`src/design/mva_pkg.sv`:
```
`timescale 1ns / 1ps
// ----------------------------------------------------------------------------
// mva_pkg: shared types and constants for the MIDI voice allocator
// Opcodes, the command broadcast to the voice cells and the search carry
// that travels down the cell chain.
// ----------------------------------------------------------------------------
package mva_pkg;

   // event opcodes
   localparam logic [1:0] OP_NOTE_ON  = 2'd0;
   localparam logic [1:0] OP_NOTE_OFF = 2'd1;
   localparam logic [1:0] OP_CH_OFF   = 2'd2;
   localparam logic [1:0] OP_TICK     = 2'd3;

   // field widths
   localparam int OP_W     = 2;
   localparam int NOTE_W   = 7;
   localparam int CH_W     = 4;
   localparam int MAP_W    = 3;   // channel bits per voice in the map
   localparam int MAP_VOX  = 8;   // voices covered by the map and masks
   localparam int CMAP_W   = MAP_W * MAP_VOX;
   localparam int STAMP_W  = 32;
   localparam int VIDX_W   = 4;   // voice index, covers up to 16 voices
   localparam int VOUT_W   = 3;
   localparam int DAC_W    = 12;

   // pitch code: floor(note * 273 / 4), saturated
   localparam int                DAC_PROD_W = 16;
   localparam logic [DAC_PROD_W-1:0] DAC_SCALE = 16'd273;
   localparam logic [NOTE_W-1:0] NOTE_SAT   = 7'd60;
   localparam logic [DAC_W-1:0]  DAC_MAX    = 12'd4095;

   // command seen by every cell
   typedef struct packed {
      logic [OP_W-1:0]    op;
      logic [NOTE_W-1:0]  note;
      logic [CH_W-1:0]    ch;
      logic [STAMP_W-1:0] stamp;
      logic [VIDX_W-1:0]  pick;
      logic               accept;
      logic               apply;    // one-cycle update strobe
   } mva_cmd_type;

   // search carry passed cell to cell
   typedef struct packed {
      logic               mapped;
      logic               found;
      logic [VIDX_W-1:0]  free_idx;
      logic               have;
      logic [STAMP_W-1:0] oldest;
      logic [VIDX_W-1:0]  old_idx;
   } mva_carry_type;

endpackage

```
`src/design/mva_cell.sv`:
```
`timescale 1ns / 1ps
// ----------------------------------------------------------------------------
// mva_cell: one voice of the allocator
// Holds note, gate, trigger and press stamp of one voice, folds its own
// state into the search carry and registers it toward the next cell.
// ----------------------------------------------------------------------------
module mva_cell #(
   parameter int INDEX = 0
) (
   input  logic                          clock,
   input  logic                          reset,
   input  mva_pkg::mva_cmd_type          cmd,
   input  logic [mva_pkg::MAP_W-1:0]     chan_map,
   input  mva_pkg::mva_carry_type        carry_in,
   output mva_pkg::mva_carry_type        carry_out,
   output logic                          gate,
   output logic                          trig
);

   localparam logic [mva_pkg::VIDX_W-1:0] MY_IDX = mva_pkg::VIDX_W'(INDEX);

   logic [mva_pkg::NOTE_W-1:0]  note_ff, note_in;
   logic                        gate_ff, gate_in;
   logic                        trig_ff, trig_in;
   logic [mva_pkg::STAMP_W-1:0] stamp_ff, stamp_in;
   mva_pkg::mva_carry_type      carry_ff, carry_in_nx;
   logic                        match;
   logic [mva_pkg::STAMP_W-1:0] age;

   assign match = ({1'b0, chan_map} == cmd.ch);
   assign age   = cmd.stamp - stamp_ff;

   // search step: lowest free voice and oldest press on this channel
   always_comb begin
      carry_in_nx = carry_in;
      if (match) begin
         carry_in_nx.mapped = 1'b1;
         if (!carry_in.found && !gate_ff) begin
            carry_in_nx.found    = 1'b1;
            carry_in_nx.free_idx = MY_IDX;
         end
         if (!carry_in.have || (age > carry_in.oldest)) begin
            carry_in_nx.have    = 1'b1;
            carry_in_nx.oldest  = age;
            carry_in_nx.old_idx = MY_IDX;
         end
      end
   end

   // voice state update on the apply beat
   always_comb begin
      note_in  = note_ff;
      gate_in  = gate_ff;
      trig_in  = trig_ff;
      stamp_in = stamp_ff;
      if (cmd.apply) begin
         case (cmd.op)
            mva_pkg::OP_NOTE_ON: begin
               if (cmd.accept && (cmd.pick == MY_IDX)) begin
                  note_in  = cmd.note;
                  gate_in  = 1'b1;
                  trig_in  = 1'b1;
                  stamp_in = cmd.stamp;
               end
            end
            mva_pkg::OP_NOTE_OFF: begin
               if (match && (note_ff == cmd.note)) gate_in = 1'b0;
            end
            mva_pkg::OP_CH_OFF: begin
               if (match) begin
                  gate_in = 1'b0;
                  trig_in = 1'b0;
               end
            end
            mva_pkg::OP_TICK: begin
               trig_in = 1'b0;
            end
            default: begin
               trig_in = trig_ff;
            end
         endcase
      end
   end

   always_ff @(posedge clock) begin
      if (reset) begin
         note_ff  <= '0;
         gate_ff  <= 1'b0;
         trig_ff  <= 1'b0;
         stamp_ff <= '0;
         carry_ff <= '0;
      end else begin
         note_ff  <= note_in;
         gate_ff  <= gate_in;
         trig_ff  <= trig_in;
         stamp_ff <= stamp_in;
         carry_ff <= carry_in_nx;
      end
   end

   assign carry_out = carry_ff;
   assign gate      = gate_ff;
   assign trig      = trig_ff;

endmodule

```
`src/design/midi_voice_allocator.sv`:
```
`timescale 1ns / 1ps
// ----------------------------------------------------------------------------
// midi_voice_allocator: note event to gate/trigger/CV voice assignment
// Top level: command sequencer, channel map register and the voice chain.
// ----------------------------------------------------------------------------
// Usage:
//  - Input: drive req_opcode/req_note/req_channel with start high; the beat
//    is taken on an edge where start is high and busy is low.
//  - Output: exactly one result per event, shown for one cycle with
//    rsp_strobe high. The receiver cannot hold it off.
//  - Config: csr_valid/csr_ready write the 24-bit channel map (3 bits per
//    voice); csr_ready is always high. Write only while busy is low.
//  - Sequence: note off, channel off and tick keep busy high through the
//    apply and result states, the strobe in the result state. Note on
//    first scans: the search carry ripples through one voice cell per
//    cycle, then come the decide, apply and result states. Next event may
//    start the cycle after the strobe.
//  - Reset: all voices idle, gates and triggers low, stamps zero, press
//    counter one, channel map zero (every voice on channel 0).
// ----------------------------------------------------------------------------
module midi_voice_allocator #(
   parameter int VOICES = 8
) (
   input  logic                            clock,
   input  logic                            reset,
   // event channel
   input  logic                            start,
   output logic                            busy,
   input  logic [mva_pkg::OP_W-1:0]        req_opcode,
   input  logic [mva_pkg::NOTE_W-1:0]      req_note,
   input  logic [mva_pkg::CH_W-1:0]        req_channel,
   // result channel
   output logic                            rsp_strobe,
   output logic                            rsp_accepted,
   output logic [mva_pkg::VOUT_W-1:0]      rsp_voice,
   output logic                            rsp_dac_write,
   output logic [mva_pkg::DAC_W-1:0]       rsp_dac_value,
   output logic [mva_pkg::MAP_VOX-1:0]     rsp_gate_mask,
   output logic [mva_pkg::MAP_VOX-1:0]     rsp_trigger_mask,
   // configuration
   input  logic                            csr_valid,
   output logic                            csr_ready,
   input  logic [mva_pkg::CMAP_W-1:0]      csr_wdata
);

   localparam int CNT_W = $clog2(VOICES);
   localparam logic [CNT_W-1:0] CNT_LAST = CNT_W'(VOICES - 1);

   // sequencer states
   localparam logic [2:0] ST_IDLE   = 3'd0;
   localparam logic [2:0] ST_SCAN   = 3'd1;
   localparam logic [2:0] ST_DECIDE = 3'd2;
   localparam logic [2:0] ST_APPLY  = 3'd3;
   localparam logic [2:0] ST_RESP   = 3'd4;

   logic [2:0]                     state_ff, state_in;
   logic [CNT_W-1:0]               cnt_ff, cnt_in;
   logic [mva_pkg::OP_W-1:0]       op_ff, op_in;
   logic [mva_pkg::NOTE_W-1:0]     note_ff, note_in;
   logic [mva_pkg::CH_W-1:0]       ch_ff, ch_in;
   logic [mva_pkg::VIDX_W-1:0]     pick_ff, pick_in;
   logic                           acc_ff, acc_in;
   logic [mva_pkg::DAC_W-1:0]      dac_ff, dac_in;
   logic [mva_pkg::STAMP_W-1:0]    stamp_ctr_ff, stamp_ctr_in;
   logic [mva_pkg::CMAP_W-1:0]     cmap_ff;

   mva_pkg::mva_cmd_type           cmd;
   mva_pkg::mva_carry_type         carry [0:VOICES];
   mva_pkg::mva_carry_type         result;
   logic [VOICES-1:0]              gate_vec, trig_vec;
   logic [mva_pkg::DAC_PROD_W-1:0] dac_prod;

   // channel map register
   assign csr_ready = 1'b1;

   always_ff @(posedge clock) begin
      if (reset) begin
         cmap_ff <= '0;
      end else if (csr_valid && csr_ready) begin
         cmap_ff <= csr_wdata;
      end
   end

   // command broadcast to the voice cells
   always_comb begin
      cmd.op     = op_ff;
      cmd.note   = note_ff;
      cmd.ch     = ch_ff;
      cmd.stamp  = stamp_ctr_ff;
      cmd.pick   = pick_ff;
      cmd.accept = acc_ff;
      cmd.apply  = (state_ff == ST_APPLY);
   end

   // voice chain
   assign carry[0] = '0;

   for (genvar g = 0; g < VOICES; g++) begin : g_voice
      mva_cell #(.INDEX(g)) u_cell (
         .clock     (clock),
         .reset     (reset),
         .cmd       (cmd),
         .chan_map  (cmap_ff[mva_pkg::MAP_W*(g % mva_pkg::MAP_VOX) +: mva_pkg::MAP_W]),
         .carry_in  (carry[g]),
         .carry_out (carry[g+1]),
         .gate      (gate_vec[g]),
         .trig      (trig_vec[g])
      );
   end

   assign result   = carry[VOICES];
   assign dac_prod = mva_pkg::DAC_PROD_W'(note_ff) * mva_pkg::DAC_SCALE;

   // sequencer
   always_comb begin
      state_in     = state_ff;
      cnt_in       = cnt_ff;
      op_in        = op_ff;
      note_in      = note_ff;
      ch_in        = ch_ff;
      pick_in      = pick_ff;
      acc_in       = acc_ff;
      dac_in       = dac_ff;
      stamp_ctr_in = stamp_ctr_ff;
      case (state_ff)
         ST_IDLE: begin
            if (start) begin
               op_in    = req_opcode;
               note_in  = req_note;
               ch_in    = req_channel;
               pick_in  = '0;
               acc_in   = 1'b0;
               dac_in   = '0;
               cnt_in   = '0;
               state_in = (req_opcode == mva_pkg::OP_NOTE_ON) ? ST_SCAN : ST_APPLY;
            end
         end
         ST_SCAN: begin
            cnt_in = cnt_ff + CNT_W'(1);
            if (cnt_ff == CNT_LAST) state_in = ST_DECIDE;
         end
         ST_DECIDE: begin
            acc_in  = result.mapped;
            pick_in = result.found ? result.free_idx : result.old_idx;
            if (result.mapped) begin
               dac_in = (note_ff > mva_pkg::NOTE_SAT) ? mva_pkg::DAC_MAX
                                                      : dac_prod[13:2];
            end
            state_in = ST_APPLY;
         end
         ST_APPLY: begin
            if ((op_ff == mva_pkg::OP_NOTE_ON) && acc_ff) begin
               stamp_ctr_in = stamp_ctr_ff + mva_pkg::STAMP_W'(1);
            end
            state_in = ST_RESP;
         end
         ST_RESP: begin
            state_in = ST_IDLE;
         end
         default: begin
            state_in = ST_IDLE;
         end
      endcase
   end

   always_ff @(posedge clock) begin
      if (reset) begin
         state_ff     <= ST_IDLE;
         cnt_ff       <= '0;
         acc_ff       <= 1'b0;
         stamp_ctr_ff <= mva_pkg::STAMP_W'(1);
      end else begin
         state_ff     <= state_in;
         cnt_ff       <= cnt_in;
         acc_ff       <= acc_in;
         stamp_ctr_ff <= stamp_ctr_in;
      end
   end

   always_ff @(posedge clock) begin
      op_ff   <= op_in;
      note_ff <= note_in;
      ch_ff   <= ch_in;
      pick_ff <= pick_in;
      dac_ff  <= dac_in;
   end

   // result beat
   assign busy          = (state_ff != ST_IDLE);
   assign rsp_strobe    = (state_ff == ST_RESP);
   assign rsp_accepted  = acc_ff;
   assign rsp_dac_write = acc_ff;
   assign rsp_voice     = pick_ff[mva_pkg::VOUT_W-1:0];
   assign rsp_dac_value = dac_ff;

   always_comb begin
      rsp_gate_mask    = '0;
      rsp_trigger_mask = '0;
      for (int i = 0; i < mva_pkg::MAP_VOX; i++) begin
         if (i < VOICES) begin
            rsp_gate_mask[i]    = gate_vec[i];
            rsp_trigger_mask[i] = trig_vec[i];
         end
      end
   end

   // checks
   a_start_busy: assert property (@(posedge clock) disable iff (reset)
      (start && !busy) |=> busy)
      else $error("event taken but sequencer not busy");

   a_one_strobe: assert property (@(posedge clock) disable iff (reset)
      rsp_strobe |=> (!busy && !rsp_strobe))
      else $error("sequencer did not return to idle after result");

   a_reject_clean: assert property (@(posedge clock) disable iff (reset)
      (rsp_strobe && !rsp_accepted) |-> (rsp_dac_value == '0 && rsp_voice == '0))
      else $error("rejected event carries voice or pitch");

endmodule
```
`config.mk`:
```
export PLATFORM = sky130hd
export DESIGN_NAME = midi_voice_allocator
export DESIGN_NICKNAME = d
export VERILOG_FILES = /design/src/design/mva_pkg.sv /design/src/design/mva_cell.sv /design/src/design/midi_voice_allocator.sv
export SDC_FILE = /design/constraint.sdc
export NUM_CORES = 2
export LEC_CHECK = 0
export ABC_CLOCK_PERIOD_IN_PS = 15200
export BUFFER_PORTS_ARGS = -buffer_cell sky130_fd_sc_hd__buf_4
export CAP_MARGIN = 20
export CELL_PAD_IN_SITES_DETAIL_PLACEMENT = 0
export CELL_PAD_IN_SITES_GLOBAL_PLACEMENT = 1
export CORE_ASPECT_RATIO = 1.4
export CORE_MARGIN = 2
export CORE_UTILIZATION = 52
export DETAILED_ROUTE_END_ITERATION = 6
export PLACE_DENSITY_LB_ADDON = 0.05
export SLEW_MARGIN = 20
export SYNTH_ARGS = -nofsm -noshare
export SYNTH_HDL_FRONTEND = slang
export SYNTH_SLANG_ARGS = --single-unit
```
`constraint.sdc`:
```
create_clock -name clock -period 15.2 [get_ports clock]
set_input_delay 2.28 -clock clock [delete_from_list [all_inputs] [get_ports clock]]
set_output_delay 2.28 -clock clock [all_outputs]
set_load 0.05 [all_outputs]
```
* After elaboration in Yosys (flattened, before gate mapping)
Cells that the tools add are included.
Word-level totals: register bits after elaboration 731, output and inout bits 36, logic and storage cells 336, bits of input ports 41
Cells by class: equality and inequality tests 58, add/sub/neg operators 10, $mul 1, bitwise logic cells 1, reduce and logical (&&, ||, !) cells 92, mux-type cells 78, order comparisons 8
Operators by type and width (number):
- 43-bit two-way mux | 8
- 37-bit two-way mux | 7
- 32-bit subtractor | 8
- 32-bit > comparator | 7
- 7-bit == test | 8
- 2-bit by 1-bit inequality test with 1-bit output, second input constant | 25
- 1-bit case mux with 3 select lines | 16
- 5-bit two-way mux | 8
- 5-bit AND reduction | 8
- 12-bit two-way mux | 3
- 32-bit by 1-bit adder with 32-bit output, second input constant | 1
- 3-bit by 4-bit == test with 1-bit output | 8
- 4-bit AND reduction | 8
- 3-bit AND reduction | 9
- 1-bit two-way mux | 25
- 1-bit logical AND | 24
- 12-bit case mux with 2 select lines | 1
- 1-bit zero test | 21
- 4-bit by 3-bit == test with 1-bit output, second input constant | 4
- 7-bit by 9-bit multiplier with 14-bit output, second input constant | 1
- 3-bit case mux with 4 select lines | 1
- 2-bit AND reduction | 5
- 3-bit two-way mux | 3
- 3-bit nonzero test | 3
- 22 further kinds | 36

* Logic depth before layout (Yosys ltp)
word-level depth 5, depth in mapped cells 27, mapped depth without buffers 24

* Cells and area by module
Synthesis repeated with hierarchy kept, for this count alone.
Second synthesis, totals: cell total of the unflattened synthesis 6536, area, all modules 50567.2 sq um
Modules (own cells, without submodules):
- mva_cell at g_voice[7].u_cell | area an instance 6048.3 sq um, sequential area each 1681.6 sq um, times used 1, cells each 809
- mva_cell at g_voice[0].u_cell | area an instance 5865.6 sq um, sequential area each 1681.6 sq um, times used 1, cells each 762
- mva_cell at g_voice[5].u_cell | area an instance 5770.5 sq um, sequential area each 1681.6 sq um, times used 1, cells each 757
- mva_cell at g_voice[3].u_cell | area an instance 5756.8 sq um, sequential area each 1681.6 sq um, times used 1, cells each 755
- mva_cell at g_voice[4].u_cell | area an instance 5741.8 sq um, sequential area each 1681.6 sq um, times used 1, cells each 755
- mva_cell at g_voice[6].u_cell | area an instance 5735.5 sq um, sequential area each 1681.6 sq um, times used 1, cells each 771
- mva_cell at g_voice[2].u_cell | area an instance 5724.2 sq um, sequential area each 1681.6 sq um, times used 1, cells each 755
- mva_cell at g_voice[1].u_cell | area an instance 5718.0 sq um, sequential area each 1681.6 sq um, times used 1, cells each 753
- midi_voice_allocator | area an instance 4206.5 sq um, sequential area each 2132.0 sq um, times used 1, cells each 419

* Least setup slack after synthesis
No wires, ideal clock.
kind flip-flop to flip-flop, start reg stamp_ctr_ff[0] in the netlist's numbering, end reg g_voice[5].u_cell.carry_ff (netlist bit g_voice[5].u_cell.carry_out[32]), cell stages (with the launch flop) 26, clock period less this slack 5.555 ns, data arrival time 5.429 ns, setup slack 9.645 ns, cells stage by stage dfxtp_1 > clkbuf_1 > inv_1 > ha_1 > inv_1 > fa_1 > a21o_1 > a21oi_1 > o21ai_0 > a2111oi_0 > nor2_1 > o41ai_2 > o21ai_0 > o21ai_0 > o32ai_1 > or2_1 > ha_1 > nand4_1 > nor4_1 > nor4bb_1 > o21ai_0 > a21o_1 > nand3_1 > clkbuf_1 > mux2i_1 > o2bb2ai_1
Between the ends: cells in the longest elaborated chain, start to end 5
RTL lines:
- start: declaration | RTL line midi_voice_allocator.sv:64 | logic [mva_pkg::STAMP_W-1:0] stamp_ctr_ff, stamp_ctr_in;
- start signal: assignment | RTL line midi_voice_allocator.sv:171 | stamp_ctr_ff <= mva_pkg::STAMP_W'(1);
- start signal: assignment | RTL line midi_voice_allocator.sv:176 | stamp_ctr_ff <= stamp_ctr_in;
- 32-bit subtractor * | RTL line mva_cell.sv:31 | assign age = cmd.stamp - stamp_ff;
- 32-bit > comparator | RTL line mva_cell.sv:42 | if (!carry_in.have || (age > carry_in.oldest)) begin
- 1-bit logical OR | RTL line mva_cell.sv:42
- 37-bit two-way mux * | RTL line mva_cell.sv:42
- 43-bit two-way mux * | RTL line mva_cell.sv:36 | if (match) begin
- end signal: assignment | RTL line mva_cell.sv:97 | carry_ff <= carry_in_nx;
- end: declaration | RTL line mva_cell.sv:26 | mva_pkg::mva_carry_type carry_ff, carry_in_nx;
Every way passes the cells marked *; elsewhere a longest branch is shown, timed or not. A chain may end at the register's enable or synchronous reset.

* Final worst setup path
start reg stamp_ctr_ff[0] in the netlist's numbering, end reg g_voice[4].u_cell.carry_ff (netlist bit g_voice[4].u_cell.carry_out[23])
Between the ends: cells in the longest elaborated chain, start to end 5
RTL lines (RTL line):
- 32-bit subtractor * | mva_cell.sv:31
- 32-bit > comparator | mva_cell.sv:42
- 1-bit logical OR | mva_cell.sv:42
- 37-bit two-way mux * | mva_cell.sv:42
- 43-bit two-way mux * | mva_cell.sv:36
- end signal: assignment | mva_cell.sv:97
- end: declaration | mva_cell.sv:26
Marks and branches as above.

==> impl_metrics.json <==
{
  "outcome": "finished, final reports clean",
  "grt.total_usage_pct": 29.27,
  "die_x_um": 250.3,
  "hold_buffers": 0,
  "post-route-util_pct": 57.24,
  "dr.pass1.iters": 6,
  "placed_cells": 6642,
  "synth-xor-area-share_pct": 6.646,
  "grt_first_pass_wirelength_um": 201000,
  "hold_class": "register to register",
  "io_buffers": 75,
  "clock_sinks": 699,
  "irDropWorstVdd_mv": 0.08815,
  "switching_share_pct": 25.13,
  "p_int_mw": 2.992,
  "place_ws_ps": 7970,
  "worst_ep_required_time_ps": 15800,
  "numCtsBuffers": 76,
  "clk_latency_ps": 670,
  "hold_slack_ps": 421.9,
  "switching_power_mw": 1.004,
  "post-route-min-period_ps": 7151,
  "yosys_register_bits": 699,
  "synthSimpleGateAreaFrac_pct": 18.51,
  "synth.distinct_cells": 81,
  "synth.mux.area_fraction_pct": 2.108,
  "fin_crit_sh_pct": 47.05,
  "drive_gt1_share_pct": 5.641,
  "synth_top_family_by_area": "compound AO/OA/AOI/OAI gates",
  "slew_headroom_pct": 30.44,
  "postCtsSetupBuffers": 0,
  "htreeDepth": 3,
  "clock.fmax_ghz": 0.1398,
  "nNetsFinal": 6175,
  "drv_slew": 0,
  "path_clk_slew_ps": 60,
  "area_growth_pct": 9.145,
  "yosys-top-cells-area": "dfxtp_1 30%, ha_1 14%, a21oi_1 7.9%, nand2_1 7.3%, inv_1 4.8%",
  "path_cells": "inv_1, ha_1, inv_1, fa_1, a21o_1, a21oi_1, o21ai_0, a21oi_1, nor3_1, nand2b_1, a221oi_1, o21ai_0, xor2_1, ha_1, nand4_1, nor4_1, nor2b_1, a211oi_4, buf_4, or4b_2, nand3_1",
  "syn_nets": 6216,
  "cp_data_arrival_time_ps": 7750,
  "cts_resized": 0,
  "start_util_pct": 52.44,
  "drt-initial-drc-count": 2020,
  "synth_cells": 5675,
  "cp_slowest_cell": "a211oi_4",
  "clk_path_buf_depth": 3,
  "ys_seq_area_share_pct": 32.33,
  "place_hpwl_um": 96310,
  "diodes": 0,
  "grt_setup_unrepaired": "false",
  "wl_per_cell_um": 19.06,
  "pwr-share-seq_pct": 47.3,
  "synth_top_area_cell": "dfxtp_1",
  "synth-compound-area-share_pct": 18.80,
  "fp.coreArea_um2": 84190,
  "synth_enable_flop_cells": 28,
  "avgSynthCellArea_um2": 7.780,
  "final_hold_viol_count": 0,
  "worstPathMaxFanout": 41,
  "combPwrFrac_pct": 5.5,
  "slowest_delay_ps": 860,
  "synthAdderAreaFrac_pct": 14.32,
  "synth_top_area_share_pct": 30.43,
  "cts_tree": "yes",
  "power-per-cell-area_nw_per_um2": 82.92,
  "setup_viol": 0,
  "mappedNetlistArea_um2": 44150,
  "max_cap_viol_count": 0,
  "gp_congestion": 0.9594,
  "critPathCaptureType": "register",
  "ys_async_sr_fraction_pct": 0,
  "grt_pass1_vias": 36340,
  "antenna_found_initial": 1,
  "routed_via_density": 5.526,
  "finalClockSkew_ps": 25.65,
  "critPathKind": "register to register",
  "grt_max_degree": 201,
  "yosys_warnings": 0,
  "drtAntennaViolNets": 0,
  "via_count": 37450,
  "finalWirelength_um": 129200,
  "place_area_um2": 45640,
  "synthFlopType": "dfxtp_1",
  "io_pins": 77,
  "fp-row-count": 126,
  "finalSetupTns_ps": 0,
  "finalInstanceArea_um2": 48190,
  "p_clk_share_pct": 47.2,
  "die_h_um": 348.8,
  "cts-root-buf": "clkbuf_16",
  "setup_ws_ps": 8049,
  "dieArea_um2": 87280,
  "worstMarginPinSlew_ps": 1043,
  "cellLeakagePower_nw": 20.18,
  "final_cell_count_no_fill": 6778,
  "grt_remaining_overflow": 0,
  "cp-start-kind": "register",
  "total_power_mw": 3.996,
  "route.detailed.drc": 0
}
-- power groups by stage --
| stage | Sequential, mW | Clock [mW] | Combinational (mW) |
|---|---|---|---|
| 6_report | 1.89 | 1.88 | 0.222 |
| 5_1_grt | 1.89 | 1.99 | 0.241 |
| 4_1_cts | 1.89 | 1.93 | 0.221 |
| 3_5_place_dp | 1.93 | 0 | 0.220 |
| 3_3_place_gp | 1.93 | 0 | 0.219 |
| 2_1_floorplan | 1.93 | 0 | 0.149 |
-- cell type report --
class / instances / area (um^2)
multi-input cells: 4145 / 26750
repair buffers: 153 / 1201
flip-flops and latches: 699 / 14270
fillers: 8145 / 36000
well taps: 1088 / 1361
clock inverters: 30 / 366.6
clock buffers: 104 / 2137
inverters: 559 / 2098
-- state kept, by name (all words and copies together), names as in the netlist, 8 cells and up --
| signal | cells |
|---|---|
| cmap_ff | 24 |
| rsp_dac_value | 12 |
| stamp_ctr_ff | 32 |
| g_voice.u_cell.note_ff | 56 |
| g_voice.u_cell.trig | 8 |
| g_voice.u_cell.carry_out | 280 |
| g_voice.u_cell.stamp_ff | 256 |
| g_voice.u_cell.gate | 8 |
-- worst max-delay path: cells and delay by family (launching register included) --
kind	cells	cell delay (ps)
xor gates and xnor gates	1	200
and+or+nand+nor	7	1860
DFF	1	470
adders and majority gates	3	960
buffers and inverters	3	1060
AOI/OAI and AO/OA	7	2520
-- cell usage after synthesis (91+ instances only) --
library cell / count
nand4_1: 91
nand2_1: 863
dfxtp_1: 671
ha_1: 491
a21oi_1: 693
xor2_1: 154
clkbuf_1: 226
mux2i_1: 93
xnor2_1: 181
inv_1: 559
nor2_1: 488
o21ai_0: 157
a21o_1: 190
-- path summary, 6_finish.rpt --
check,from,end,slack [ps],depth (start not counted)
worst min-delay path,g_voice[0].u_cell.carry_out[41],g_voice[1].u_cell.carry_out[37],420,1
worst max register to register,stamp_ctr_ff[0],g_voice[4].u_cell.carry_out[23],8050,21
worst min register to register,g_voice[0].u_cell.carry_out[41],g_voice[1].u_cell.carry_out[37],420,1
worst max-delay path,stamp_ctr_ff[0],g_voice[4].u_cell.carry_out[23],8050,21
-- layout by cell type, fill, tap and decap left out, types with 11 or more instances in the layout --
cell and count:
clkinv_2 14, nand2b_1 38, or3_1 20, nand3_1 86, clkbuf_8 13, clkbuf_1 15, edfxtp_1 28, o21bai_1 23
o31a_1 12, o21ai_0 157, o31ai_1 15, and4_1 11, a211o_1 11, buf_4 149, o211ai_1 16, a211oi_1 26
nand4_1 91, nand2_1 862, a21o_1 190, ha_1 491, a21oi_1 692, a22o_1 14, a31oi_1 35, xnor2_1 181
clkbuf_16 76, or4_1 16, dfxtp_1 670, nor2_1 482, o21a_1 53, nor4_1 25, and2_1 25, xor2_1 154
mux2i_1 93, or2_2 17, nor3b_1 23, inv_1 559, and3_1 33, nor2b_1 44, nor3_1 53
-- kinds of logic after synthesis --
family | Yosys count
and+or+nand+nor | 1856
AOI/OAI and AO/OA | 1360
adders and majority gates | 500
other | 1
xor gates and xnor gates | 335
buffers and inverters | 831
DFF | 699
muxes | 93
-- layer usage --
layer | vias to the layer above | global-route usage [%] | routed length (um) | share of wire (%)
met4 | 2 | 16.72 | 7796 | 6.0
met5 | - | 0 | 13 | 0.010
met1 | 17460 | 34.69 | 54500 | 42
li1 | 19140 | - | - | -
met3 | 232 | 2.406 | 3862 | 3.0
met2 | 626 | 51.92 | 63040 | 49
Note: power is estimated with default switching activity, not from simulation.
